===== src/design/bmm_pkg.sv =====
// shared types, constants and helper functions of the boolean matrix multiplier
`timescale 1ns / 1ps

package bmm_pkg;

    localparam int MAX_N   = 64;
    localparam int DATA_W  = 64;
    localparam int IDX_W   = 6;
    localparam int SIZE_W  = 7;
    localparam int ADDR_W  = $clog2(MAX_N);
    localparam int CNT_W   = $clog2(MAX_N + 1);
    localparam int PADDR_W = 3;
    localparam int PDATA_W = 32;

    // register index, taken from paddr[2]
    localparam logic REG_SIZE_IN_USE = 1'b0;

    typedef enum logic [1:0] {
        CMD_LOAD_A  = 2'd0,
        CMD_LOAD_B  = 2'd1,
        CMD_COMPUTE = 2'd2,
        CMD_NONE    = 2'd3
    } cmd_t;

    typedef enum logic {
        ST_IDLE,
        ST_ISSUE
    } state_t;

    // one product row travelling down the chain
    typedef struct packed {
        logic              vld;
        logic              last;
        logic [IDX_W-1:0]  row;
        logic [MAX_N-1:0]  sel;
        logic [DATA_W-1:0] acc;
    } flow_t;

    // chain control from the top level to the sequencer
    typedef struct packed {
        logic advance;
        logic retire;
    } chain_ctl_t;

    function automatic logic [SIZE_W-1:0] eff_n(input logic [SIZE_W-1:0] s);
        logic [SIZE_W-1:0] n;
        n = s;
        if (s == '0)
        begin
            n = SIZE_W'(1);
        end
        else if (s > SIZE_W'(MAX_N))
        begin
            n = SIZE_W'(MAX_N);
        end
        return n;
    endfunction

    function automatic logic [DATA_W-1:0] col_mask(input logic [SIZE_W-1:0] n);
        logic [DATA_W-1:0] m;
        for (int k = 0; k < DATA_W; k++)
        begin
            m[k] = (SIZE_W'(k) < n);
        end
        return m;
    endfunction

    function automatic logic row_in_range(input logic [IDX_W-1:0] idx);
        return ({1'b0, idx} < SIZE_W'(MAX_N));
    endfunction

endpackage


===== src/design/bmm_cell.sv =====
// one chain cell: holds one row of B and folds it into the passing product row
`timescale 1ns / 1ps

module bmm_cell (
    input  logic                       clk,
    input  logic                       rst_n,
    input  logic                       advance,
    input  logic                       b_we,
    input  logic [bmm_pkg::DATA_W-1:0] b_data,
    input  bmm_pkg::flow_t             flow_in,
    output bmm_pkg::flow_t             flow_out
);

    logic [bmm_pkg::DATA_W-1:0] b_reg;
    bmm_pkg::flow_t             flow_reg;
    bmm_pkg::flow_t             flow_next;

    always_ff @(posedge clk)
    begin
        if (b_we)
        begin
            b_reg <= b_data;
        end
    end

    // this cell owns bit 0 of sel, the rest moves down for the next cell
    always_comb
    begin
        flow_next      = flow_in;
        flow_next.sel  = flow_in.sel >> 1;
        flow_next.acc  = flow_in.acc | ({bmm_pkg::DATA_W{flow_in.sel[0]}} & b_reg);
    end

    always_ff @(posedge clk or negedge rst_n)
    begin
        if (!rst_n)
        begin
            flow_reg <= '0;
        end
        else if (advance)
        begin
            flow_reg <= flow_next;
        end
    end

    assign flow_out = flow_reg;

endmodule


===== config.mk =====
export PLATFORM = sky130hd
export DESIGN_NAME = bmm_cell
export DESIGN_NICKNAME = d
export VERILOG_FILES = /design/src/design/bmm_pkg.sv /design/src/design/bmm_cell.sv
export SDC_FILE = /design/constraint.sdc
export NUM_CORES = 1
export LEC_CHECK = 0
export ABC_AREA = 1
export BUFFER_PORTS_ARGS = -buffer_cell sky130_fd_sc_hd__buf_2
export CAP_MARGIN = 20
export CORE_MARGIN = 3
export CORE_UTILIZATION = 46
export CTS_BUF_LIST = sky130_fd_sc_hd__clkbuf_2 sky130_fd_sc_hd__clkbuf_4 sky130_fd_sc_hd__clkbuf_8
export DETAILED_ROUTE_END_ITERATION = 8
export PLACE_DENSITY = 0.77
export SYNTH_ARGS = -nofsm -noshare
export SYNTH_HDL_FRONTEND = slang
export SYNTH_SLANG_ARGS = --single-unit

===== constraint.sdc =====
create_clock -name clk -period 0.85 [get_ports clk]
set_input_delay 0.0425 -clock clk [delete_from_list [all_inputs] [get_ports clk]]
set_output_delay 0.0425 -clock clk [all_outputs]
set_load 0.02 [all_outputs]

Yosys cells after proc, flatten, opt, wreduce, memory -nomap -nowiden
Index checks and enable logic that the tools add are counted.
- bitwise gates (word level): 2
- operator list (operator ; count):
    $and A64 B64 Y64 ; 1
    $or A64 B64 Y64 ; 1
- input port bits: 204
- bits in registers: 199

Depth between registers and ports, before layout
- depth after elaboration: 2
- mapped depth: 6

Least setup slack after synthesis
Ideal clock, no wire load.
- path kind: input port to flip-flop
- start point: input advance
- end point: register flow_reg, in the netlist flow_out[100]
- setup time: 0.117 ns
- slack: 0.140 ns
- data required time: 0.733 ns
- data arrival time: 0.593 ns
- cell stages on the path: 6
- cell sequence: buf_4 -> inv_4 -> buf_6 -> buf_4 -> nand2_1 -> nand2_1
- RTL lines (element ; line ; text):
    start, declared ; bmm_cell.sv:7 ; input logic advance,
    end signal, assigned ; bmm_cell.sv:42 ; flow_reg <= flow_next;
    end, declared ; bmm_cell.sv:15 ; bmm_pkg::flow_t flow_reg;

Worst setup path after layout
- start point: register flow_reg, in the netlist flow_out[131]
- end point: output flow_out[131] in the netlist's numbering
- RTL lines (element ; line ; text):
    end, declared ; bmm_cell.sv:11 ; output bmm_pkg::flow_t flow_out
No word-level cell between the ends.

==> impl_metrics.env <==
export IMPL_outcome="complete, but fails checks"
export IMPL_violations="setup timing"
export IMPL_rsz0062_at_grt="yes"
export IMPL_grt_pass1_wl_um=47480
export IMPL_maxSlewViolCount=0
export IMPL_worst_slew_pin_slew_ns=0.6918
export IMPL_layout_min_cycle_time_ns=1.128
export IMPL_start_util=0.4786
export IMPL_topRoutingLayerUsed="met4"
export IMPL_vdd_drop_max_mv=1.356
export IMPL_syn_to_final_growth_pct=77.40
export IMPL_route_detailed_drc=0
export IMPL_period_share=1.327
export IMPL_wl_met1_um=10840
export IMPL_place_area_mm2=0.009817
export IMPL_rr_startpoint="flow_out[79]"
export IMPL_startpoint="flow_out[131]"
export IMPL_dr_wl_met3_um=3713
export IMPL_layout_nets=1669
export IMPL_cts_max_path_buffers=2
export IMPL_yosysWarnings=0
export IMPL_dieArea_mm2=0.01848
export IMPL_grt_max_degree=74
export IMPL_cp_end_kind="output port"
export IMPL_maxSlewHeadroom=0.5388
export IMPL_synth_seq_area_share=0.6823
export IMPL_gr_total_overflow=0
export IMPL_syn_nets=1039
export IMPL_setup_ws_ns=-0.2776
export IMPL_synth_seq_cells=199
export IMPL_yosysUniqueCellTypes=10
export IMPL_worstPathMaxFanout=2
export IMPL_rows=46
export IMPL_synth_area_mm2=0.007767
export IMPL_numCtsBuffers=17
export IMPL_worst_skew_pair_late_latency_ns=0.48
export IMPL_arrival_ns=1.09
export IMPL_reg2reg_slack_ns=-0.08
export IMPL_drt_first_pass_iters=7
export IMPL_critical_path_class="flop to output port"
export IMPL_path_buf_inv=1
export IMPL_yosysTopAreaCell="dfrtp_1"
export IMPL_routedWlPerCell_um=20.30
export IMPL_cp_top_family="flip-flops"
export IMPL_clkSinkCount=199
export IMPL_worstPathRequired_ns=0.81
export IMPL_tns_ns=-30.76
export IMPL_hold_class="primary input to async pin"
export IMPL_vias_per_cell=5.152
export IMPL_p_leak_nw=7.364
export IMPL_setup_viol=148
export IMPL_dp_slack_ns=-0.1799
export IMPL_p_per_area_mw_per_mm2=1743
export IMPL_boundaryPins=340
export IMPL_maxCapViolCount=0
export IMPL_cts_root_buf="clkbuf_8"
export IMPL_coreArea_mm2=0.01623
export IMPL_drtAntennaViolNets=0
export IMPL_clock_fmax_ghz=0.8868
export IMPL_synth_top_area_frac=0.4349
export IMPL_vias=8748
export IMPL_die_h_um=135.9
export IMPL_hold_violations=0
export IMPL_drtIter0Drc=687
export IMPL_largest_reg_flops=135
export IMPL_crit_path_start_kind="flop"
export IMPL_track_usage=0.3377
export IMPL_synthCells=835
export IMPL_antenna_found_initial=2
export IMPL_drive_above_1_share=0.3329
export IMPL_design_area_mm2=0.01378
export IMPL_slowest_stage="dfrtp_1"
export IMPL_crit_chain="buf_6"
export IMPL_synthTopCellsByArea="dfrtp_1 (43%), nand2_1 (26%), edfxtp_1 (25%)"
export IMPL_whs_ns=0.03655
export IMPL_dieWidth_um=135.9
export IMPL_cp_slowest_stage_delay_ns=0.45
export IMPL_totalPowerFinal_w=0.02402
export IMPL_routed_wl_um=34470
export IMPL_avgSynthCellArea_um2=9.302
export IMPL_route_met2_wl_um=17240
export IMPL_final_setup_skew_ns=0.01300
export IMPL_place_gp_congestion=0.8328
export IMPL_hpwl_um=15190
export IMPL_grt_pass1_vias=8906
export IMPL_io_buffers=338
export IMPL_htree_levels=4
export IMPL_cts_tree="done"
export IMPL_clk_pin_slew_ns=0.11
-- cell usage in the layout (no fill, tap or decap) --
master and n:
clkinv_2 1, edfxtp_1 64, nand2_2 12, conb_1 1, buf_4 98, clkinv_4 1
clkinvlp_4 2, inv_4 1, bufinv_16 3, inv_8 1, dlygate4sd3_1 202, dfrtp_1 135
nand2_1 520, inv_1 64, inv_6 4, buf_2 201, buf_6 139, nand2_4 1
clkbuf_4 3, buf_12 8, diode_2 4, clkbuf_8 17
-- synthesized netlist by cell type --
cell,instances
clkbuf_1,6
conb_1,1
inv_1,64
inv_4,1
nand2_1,533
buf_6,1
buf_2,17
dfrtp_1,135
edfxtp_1,64
buf_4,13
-- area by class of cell --
type                            instances  area, um^2
Sequential cell                       199        5300
Fill cell                             716        2451
Clock buffer                           20       256.5
Antenna cell                            4       10.01
Timing Repair Buffer                  648        5489
Inverter                               65       246.5
Clock inverter                         12       165.2
Tap cell                              216       270.3
Multi-Input combinational cell        534        2042
-- where the power goes --
part,switching (W),internal [W]
Sequential,0.000650,0.0108
Clock,0.00356,0.00307
Combinational,0.00294,0.00302
Total,0.00715,0.0169
-- through the flow --
stage          std cells    util
2_1_floorplan        835       -
3_3_place_gp        1378  0.6048
3_5_place_dp        1378  0.6048
4_1_cts             1641  0.8207
5_1_grt             1696  0.8487
6_report            1698  0.8490
-- routing by layer --
metal	up-vias	track usage
li1	3756	-
met5	-	0
met3	208	0.1062
met2	738	0.5860
met1	4046	0.3537
met4	0	0.2172
-- worst paths after layout --
kind | endpoint | cells past startpoint
min in group clk | b_reg[41] | 2
worst max-delay path | flow_out[131] | 1
worst min register to register | flow_out[84] | 2
worst max register to register | flow_out[79] | 4
worst min-delay path | flow_out[72] | 2
max in group asynchronous | flow_out[95] | 3
-- what timing repair did --
action                                  in CTS  in global routing
setup buffers                               30                 54
pin swaps                                    0                  6
gates resized for setup                    270                 17
endpoints found under the hold margin      334                  4
endpoints found under the setup margin     135                146
hold buffers                               201                  2
-- cell families (layout without fill, tap and decap cells) --
| logic type | Yosys count | in the layout | synth area share |
|---|---|---|---|
| simple gates | 533 | 533 | 0.2576 |
| flops | 199 | 199 | 0.6823 |
| buf+inv | 102 | 745 | 0.05960 |
| other cells | 1 | 5 | 0.0004828 |
Power figures use the tool's default switching activity.
